`config.mk`:
```
export PLATFORM = sky130hd
export DESIGN_NAME = utf8_sanitizer
export DESIGN_NICKNAME = d
export VERILOG_FILES = /design/src/utf8s_pkg.sv /design/src/utf8s_front.sv /design/src/utf8s_queue.sv /design/src/utf8s_back.sv /design/src/utf8_sanitizer.sv
export SDC_FILE = /design/constraint.sdc
export NUM_CORES = 1
export LEC_CHECK = 0
export ABC_AREA = 1
export BUFFER_PORTS_ARGS = -buffer_cell sky130_fd_sc_hd__buf_2
export CORE_ASPECT_RATIO = 1.4
export CORE_MARGIN = 4
export CORE_UTILIZATION = 59
export CTS_BUF_LIST = sky130_fd_sc_hd__clkbuf_8
export CTS_CLUSTER_DIAMETER = 80
export CTS_CLUSTER_SIZE = 24
export DETAILED_ROUTE_END_ITERATION = 16
export PLACE_DENSITY = 0.79
export SLEW_MARGIN = 20
export SYNTH_ARGS = -nofsm -noshare
export SYNTH_HDL_FRONTEND = slang
export SYNTH_HIERARCHICAL = 1
export SYNTH_SLANG_ARGS = --single-unit
```
`constraint.sdc`:
```
create_clock -name clk -period 4.65 [get_ports clk]
set_input_delay 0.2325 -clock clk [delete_from_list [all_inputs] [get_ports clk]]
set_output_delay 0.2325 -clock clk [all_outputs]
set_load 0.03 [all_outputs]
```
`src/utf8s_pkg.sv`:
```
package utf8s_pkg;

	localparam int QDEPTH = 4;
	localparam int QPTR_W = $clog2(QDEPTH);
	localparam int QCNT_W = $clog2(QDEPTH + 1);
	localparam int MAX_RESULTS = 6;
	localparam int RCNT_W = $clog2(MAX_RESULTS + 1);

	typedef struct packed {
		logic [7:0] in_byte;
		logic       end_of_text;
	} in_item_t;

	typedef struct packed {
		logic [7:0] out_byte;
		logic       last_of_run;
	} out_item_t;

	// All bytes that one input byte produces; the first byte sits at index 0.
	typedef struct packed {
		logic [MAX_RESULTS-1:0][7:0] bytes;
		logic [RCNT_W-1:0]           count;
	} run_t;

endpackage

```
`src/utf8s_front.sv`:
```
module utf8s_front (
	input  logic                clk,
	input  logic                arst_n,
	input  logic                push,
	output logic                full,
	input  utf8s_pkg::in_item_t item,
	output utf8s_pkg::run_t     run,
	output logic                q_push,
	input  logic                q_full
);
	import utf8s_pkg::*;

	localparam logic [2:0][7:0] REPL = {8'd189, 8'd191, 8'd239};

	function automatic logic is_cont(input logic [7:0] b);
		return b[7:6] == 2'b10;
	endfunction

	function automatic logic [2:0] seq_len(input logic [7:0] b);
		logic [2:0] len;
		if (b[7] == 1'b0)
			len = 3'd1;
		else if (b[7:5] == 3'b110)
			len = 3'd2;
		else if (b[7:4] == 4'b1110)
			len = 3'd3;
		else if (b[7:3] == 5'b11110)
			len = 3'd4;
		else
			len = 3'd0;
		return len;
	endfunction

	function automatic logic seq_ok(input logic [7:0] b0, input logic [7:0] b1,
			input logic [7:0] b2, input logic [7:0] b3, input logic [2:0] len);
		logic [20:0] cp;
		logic        ok;
		unique case (len)
			3'd2:    cp = {10'd0, b0[4:0], b1[5:0]};
			3'd3:    cp = {5'd0, b0[3:0], b1[5:0], b2[5:0]};
			default: cp = {b0[2:0], b1[5:0], b2[5:0], b3[5:0]};
		endcase
		ok = 1'b1;
		if (cp > 21'h10FFFF)
			ok = 1'b0;
		if (cp >= 21'h00D800 && cp <= 21'h00DFFF)
			ok = 1'b0;
		if (cp < 21'h000080)
			ok = 1'b0;
		if (cp < 21'h000800 && len > 3'd2)
			ok = 1'b0;
		if (cp < 21'h010000 && len > 3'd3)
			ok = 1'b0;
		return ok;
	endfunction

	logic [2:0][7:0] hb_q, hb_d;
	logic [1:0]      held_q, held_d;
	logic [2:0]      exp_q, exp_d;
	logic            skip_q, skip_d;

	logic [7:0] b;
	logic       accept;
	logic       complete;
	logic [2:0] len;
	logic [2:0] lead_len;
	logic [7:0] s1, s2;
	logic       good;
	logic       lead;
	logic       pre;

	assign b        = item.in_byte;
	assign full     = q_full;
	assign accept   = push && !q_full;
	assign len      = {1'b0, held_q} + 3'd1;
	assign complete = (len >= exp_q) || (held_q == 2'd3);
	assign s1       = (held_q == 2'd1) ? b : hb_q[1];
	assign s2       = (held_q == 2'd2) ? b : hb_q[2];
	assign good     = seq_ok(hb_q[0], s1, s2, b, len);
	assign lead_len = seq_len(b);
	assign q_push   = accept && (run.count != '0);

	always_comb begin
		run    = '0;
		hb_d   = hb_q;
		held_d = held_q;
		exp_d  = exp_q;
		skip_d = skip_q;
		lead   = 1'b0;
		pre    = 1'b0;
		if (!(skip_q && is_cont(b))) begin
			skip_d = 1'b0;
			if (held_q != 2'd0) begin
				if (is_cont(b)) begin
					if (complete) begin
						if (good) begin
							run.bytes[3:0] = {b, s2, s1, hb_q[0]};
							run.count      = RCNT_W'(len);
						end else begin
							run.bytes[2:0] = REPL;
							run.count      = RCNT_W'(3);
							skip_d         = 1'b1;
						end
						held_d = 2'd0;
						exp_d  = 3'd0;
					end else begin
						unique case (held_q)
							2'd1:    hb_d[1] = b;
							2'd2:    hb_d[2] = b;
							default: hb_d[0] = b;
						endcase
						held_d = held_q + 2'd1;
					end
				end else begin
					pre    = 1'b1;
					lead   = 1'b1;
					held_d = 2'd0;
					exp_d  = 3'd0;
				end
			end else begin
				lead = 1'b1;
			end
			if (lead) begin
				if (pre)
					run.bytes[2:0] = REPL;
				case (lead_len)
					3'd0: begin
						if (pre) begin
							run.bytes[5:3] = REPL;
							run.count      = RCNT_W'(6);
						end else begin
							run.bytes[2:0] = REPL;
							run.count      = RCNT_W'(3);
						end
					end
					3'd1: begin
						if (pre) begin
							run.bytes[3] = b;
							run.count    = RCNT_W'(4);
						end else begin
							run.bytes[0] = b;
							run.count    = RCNT_W'(1);
						end
					end
					default: begin
						run.count = pre ? RCNT_W'(3) : RCNT_W'(0);
						hb_d[0]   = b;
						held_d    = 2'd1;
						exp_d     = lead_len;
					end
				endcase
			end
		end
		if (item.end_of_text) begin
			held_d = 2'd0;
			exp_d  = 3'd0;
			skip_d = 1'b0;
		end
	end

	always_ff @(posedge clk or negedge arst_n) begin
		if (!arst_n) begin
			held_q <= 2'd0;
			exp_q  <= 3'd0;
			skip_q <= 1'b0;
		end else if (accept) begin
			held_q <= held_d;
			exp_q  <= exp_d;
			skip_q <= skip_d;
		end
	end

	always_ff @(posedge clk) begin
		if (accept)
			hb_q <= hb_d;
	end

	a_held_below_len: assert property (@(posedge clk) disable iff (!arst_n)
		held_q != 2'd0 |-> ({1'b0, held_q} < exp_q && exp_q <= 3'd4))
		else $error("held count not below expected length");

	a_skip_idle: assert property (@(posedge clk) disable iff (!arst_n)
		skip_q |-> (held_q == 2'd0 && exp_q == 3'd0))
		else $error("skipping while a sequence is pending");

endmodule

```
`src/utf8s_queue.sv`:
```
module utf8s_queue (
	input  logic            clk,
	input  logic            arst_n,
	input  logic            wr_push,
	output logic            wr_full,
	input  utf8s_pkg::run_t wr_run,
	output utf8s_pkg::run_t rd_run,
	input  logic            rd_pop,
	output logic            rd_empty
);
	import utf8s_pkg::*;

	run_t              mem_q [QDEPTH];
	logic [QPTR_W-1:0] wp_q, rp_q;
	logic [QCNT_W-1:0] cnt_q;
	logic              do_wr, do_rd;

	assign wr_full  = (cnt_q == QCNT_W'(QDEPTH));
	assign rd_empty = (cnt_q == '0);
	assign do_wr    = wr_push && !wr_full;
	assign do_rd    = rd_pop && !rd_empty;
	assign rd_run   = mem_q[rp_q];

	always_ff @(posedge clk) begin
		if (do_wr)
			mem_q[wp_q] <= wr_run;
	end

	always_ff @(posedge clk or negedge arst_n) begin
		if (!arst_n) begin
			wp_q  <= '0;
			rp_q  <= '0;
			cnt_q <= '0;
		end else begin
			if (do_wr)
				wp_q <= wp_q + QPTR_W'(1);
			if (do_rd)
				rp_q <= rp_q + QPTR_W'(1);
			if (do_wr && !do_rd)
				cnt_q <= cnt_q + QCNT_W'(1);
			else if (do_rd && !do_wr)
				cnt_q <= cnt_q - QCNT_W'(1);
		end
	end

	a_count_tracks_ptrs: assert property (@(posedge clk) disable iff (!arst_n)
		cnt_q <= QCNT_W'(QDEPTH) && QPTR_W'(wp_q - rp_q) == cnt_q[QPTR_W-1:0])
		else $error("queue count disagrees with pointers");

endmodule

```
`src/utf8s_back.sv`:
```
module utf8s_back (
	input  logic                 clk,
	input  logic                 arst_n,
	input  utf8s_pkg::run_t      head,
	input  logic                 q_empty,
	output logic                 q_pop,
	output logic                 empty,
	input  logic                 pop,
	output utf8s_pkg::out_item_t result
);
	import utf8s_pkg::*;

	out_item_t         out_q;
	logic              valid_q;
	logic [RCNT_W-1:0] idx_q;
	logic              load;
	logic              last;

	assign empty   = !valid_q;
	assign load    = (!valid_q || pop) && !q_empty;
	assign last    = (idx_q == head.count - RCNT_W'(1));
	assign q_pop   = load && last;
	assign result  = out_q;

	always_ff @(posedge clk or negedge arst_n) begin
		if (!arst_n) begin
			valid_q <= 1'b0;
			idx_q   <= '0;
		end else begin
			if (load) begin
				valid_q <= 1'b1;
				idx_q   <= last ? '0 : idx_q + RCNT_W'(1);
			end else if (pop) begin
				valid_q <= 1'b0;
			end
		end
	end

	always_ff @(posedge clk) begin
		if (load) begin
			out_q.out_byte    <= head.bytes[idx_q];
			out_q.last_of_run <= last;
		end
	end

	a_idx_in_run: assert property (@(posedge clk) disable iff (!arst_n)
		!q_empty |-> (idx_q < head.count && head.count <= RCNT_W'(MAX_RESULTS)))
		else $error("byte index outside the queued run");

endmodule

```
`src/utf8_sanitizer.sv`:
```
// Each run is registered in the run queue, then its bytes in turn in the result register.
// Throughput: one input byte per cycle while the four-entry run queue has room;
// results leave one byte per cycle while pop is high; a run of up to six bytes holds its entry.
// Reset: arst_n clears the pending sequence, the skip flag, the run queue and the result
// valid flag at once; the held sequence bytes themselves are not reset.
module utf8_sanitizer (
	input  logic                 clk,
	input  logic                 arst_n,
	input  logic                 push,
	output logic                 full,
	input  utf8s_pkg::in_item_t  item,
	output logic                 empty,
	input  logic                 pop,
	output utf8s_pkg::out_item_t result
);
	import utf8s_pkg::*;

	run_t wr_run, rd_run;
	logic q_push, q_full;
	logic q_pop, q_empty;

	utf8s_front u_front (
		.clk   (clk),
		.arst_n(arst_n),
		.push  (push),
		.full  (full),
		.item  (item),
		.run   (wr_run),
		.q_push(q_push),
		.q_full(q_full)
	);

	utf8s_queue u_queue (
		.clk     (clk),
		.arst_n  (arst_n),
		.wr_push (q_push),
		.wr_full (q_full),
		.wr_run  (wr_run),
		.rd_run  (rd_run),
		.rd_pop  (q_pop),
		.rd_empty(q_empty)
	);

	utf8s_back u_back (
		.clk    (clk),
		.arst_n (arst_n),
		.head   (rd_run),
		.q_empty(q_empty),
		.q_pop  (q_pop),
		.empty  (empty),
		.pop    (pop),
		.result (result)
	);

endmodule

```
==> flow_summary.toml <==
[timing]
drv_slew = 0
max_freq_mhz = 236
max_slew_margin = 0.259
fin_skew_ns = 0.0350
rsz0062_at_grt = "no"
hold_violations = 0
setup_violations = 0
fin_crit_sh = 0.910
hold_slack_ns = 0.0316
fin_crit_ns = 4.23
setup_ws_ns = 0.418
tightest_slew_ns = 1.11

[drt]
final_antenna_net_count = 0
post_drt_wl_per_cell_um = 17.1
highest_layer = "met4"
via_per_inst = 5.58
wl_met2_um = 12700
vias = 7951
drt_iter0_markers = 585
drc = 0
route.met3.wl_um = 1420
drt-met1-wl_um = 9560
wirelength_um = 24400
dr.pass1.iters = 5

[placed_design]
place_congestion = 0.928
placed_area_um2 = 12300
dp_cells = 1400
place_hpwl_um = 15700
io_buffer_count = 23
place_ws_ns = 0.502

[layout]
diodes = 0
fin_cells = 1424
final_util = 0.628
nets = 1199
fillers = 1582
stdcell_area_um2 = 12600
drive_gt1_frac = 0.0930
area_growth_pct = 3.52

[synthesis]
seq_area_frac_synth = 0.619
synth.area.top_cells = "edfxtp_1 58%, nand2_1 9.1%, o211ai_1 5.7%"
ys_warn_count = 6
syn_avg_cell_area_um2 = 10.3
ys_types = 41
synthCells = 1178
netlist_area_um2 = 12200
yosysTopAreaCell = "edfxtp_1"
synth_top_area_share = 0.584
ys_ff_latch = 254

[global_routing]
antenna_found_initial = 0
grt_usage = 0.217
grt_pass1_wl_um = 39100
overflow = 0
grt_max_degree = 117
grt_pass1_vias = 7598

[setup_path]
worstPathMaxFanout = 20
start_kind = "flop"
reg2reg_depth = 23
cp_data_arrival_time_ns = 4.67
criticalPathCategory = "reg2reg"
crit_path_end_kind = "flop"
required_ns = 5.09

[power_and_ir_drop]
p_per_area_nw_per_um2 = 540
vdd_drop_max_uv = 294
leakage_nw = 5.28

[floorplanning]
start_util = 0.607
rows = 61
core_um2 = 20100
chipWidth_um = 129
die-area_um2 = 23000
fp.dieH_um = 178
io_pins = 24

[run]
cap_violations = 0

[cts]
clock_latency_ns = 0.54
clkSinkCount = 254
cts_tree = "done"
cts_buffers = 14
root_buffer = "clkbuf_8"
clk_pin_slew_ns = 0.14
cts_buffer_depth = 3
cts_max_level = 1

[min_path]
whs_path_depth = 3
min_path_type = "in2reg"

[status]
outcome = "complete, no violations"
## per-stage QoR
| stage | power (W) | setup TNS (ns) |
|---|---|---|
| 6_report | 0.00681 | 0 |
| 5_1_grt | 0.00728 | 0 |
| 4_1_cts | 0.00684 | 0 |
| 3_5_place_dp | 0.00591 | 0 |
| 3_3_place_gp | 0.00583 | 0 |
| 2_1_floorplan | 0.00532 | -81.61 |
## sequential cells by signal, indices dropped and copies added (netlist names)
signal,cells
u_queue/mem_q,204
u_front/hb_q,24
u_back/result,9
u_back/idx_q,3
u_front/exp_q,3
u_queue/cnt_q,3
u_front/held_q,2
u_queue/rp_q,2
u_queue/wp_q,2
u_back/valid_q,1
u_front/skip_q,1
## power by group
| group | internal, W | switching [W] |
|---|---|---|
| clock network | 0.000307 | 0.000648 |
| registers | 0.00306 | 0.000195 |
| logic | 0.000761 | 0.00183 |
## cells in the mapped netlist
master,number
o211ai_2,10
edfxtp_1,237
o21ai_1,37
nand3_4,1
nand4_1,3
nor2_2,8
o21a_1,8
o32ai_2,1
conb_1,1
ha_1,18
nand2_2,9
buf_2,21
nor3_1,4
nand3_1,30
o21ai_0,27
o21ai_2,3
nand3b_4,1
xnor2_1,1
buf_8,1
clkbuf_1,12
inv_6,1
nor4_1,1
fa_1,1
buf_4,23
a21oi_1,27
nor2_1,69
inv_2,16
buf_12,1
or2_2,1
a31oi_1,4
o211ai_1,92
o32ai_1,2
inv_1,177
o22ai_1,4
buf_6,7
or2_1,1
nand2_1,296
dfrtp_1,17
clkinv_1,1
a21oi_2,1
nor2_4,3
## what timing repair did
| item | CTS | global route |
|---|---|---|
| hold buffers | 3 | 0 |
| resized for setup | 0 | 0 |
| endpoints found under the setup margin | 0 | 0 |
| setup buffers | 0 | 0 |
| hold endpoints to repair | 19 | 0 |
## critical path: stages (launching register included)
cell and delay [ns]:
dfrtp_1 0.56, inv_1 0.18, ha_1 0.47, inv_2 0.27, o21ai_0 0.14, nand3_1 0.15
nand3b_4 0.16, clkinv_1 0.06, nand3_1 0.15, nand3_4 0.26, nor2_4 0.16, o21ai_2 0.07
nand3_1 0.08, nand2_1 0.05, inv_1 0.09, nand2_1 0.26, inv_1 0.14, ha_1 0.17
inv_1 0.07, fa_1 0.38, nand2_1 0.10, nand3_1 0.07, nand2_1 0.06, nand2_1 0.04
## metal layers
layer / GRT usage / vias up
li1: - / 3908
met1: 0.268 / 3744
met2: 0.395 / 249
met3: 0.0213 / 50
met4: 0.0754 / 0
met5: 0 / -
## layout by cell type, fill, tap and decap left out, types with 2 or more instances in the layout
master	instances
a21oi_1	27
a31oi_1	4
buf_12	4
buf_2	23
buf_4	6
clkbuf_8	15
conb_1	3
dfrtp_1	16
dlygate4sd3_1	3
edfxtp_1	237
ha_1	18
inv_1	182
inv_2	15
inv_6	2
nand2_1	296
nand2_2	9
nand3_1	30
nand4_1	3
nor2_1	65
nor2_2	8
nor2_4	7
nor3_1	4
o211ai_1	92
o211ai_2	10
o21a_1	8
o21ai_0	27
o21ai_1	37
o21ai_2	3
o22ai_1	4
o32ai_1	2
## final timing paths
path                                        start                to  slack (ns)
worst max register to register  u_front/held_q[0]  u_queue/cnt_q[2]        0.42
min in group asynchronous                  arst_n   u_queue/wp_q[0]        0.13
worst min-delay path                      item[3]   u_front/hb_q[2]        0.03
max in group asynchronous                  arst_n   u_queue/rp_q[1]        4.19
worst min register to register   u_queue/cnt_q[2]  u_queue/cnt_q[2]        0.54
worst max-delay path            u_front/held_q[0]  u_queue/cnt_q[2]        0.42
## cell families (layout without fill, tap and decap cells)
logic type,after synthesis,count (layout),share of synthesized area
and+or+nand+nor,427,427,0.144
xor gates and xnor gates,1,1,0.000719
buffers and inverters,260,252,0.0964
AOI/OAI and AO/OA,216,216,0.119
DFF,254,254,0.619
adders and majority gates,19,19,0.0201
other,1,3,0.000308
## area by class of cell
type	instances	area (µm²)	area share
Timing Repair Buffer	36	270	0.0214
Clock inverter	6	30.0	0.00238
Sequential cell	254	7540	0.598
Clock buffer	15	206	0.0164
Multi-Input combinational cell	666	3500	0.278
Tap cell	252	315	0.0250
Inverter	195	742	0.0588
Note: power is estimated with default switching activity, not from simulation.
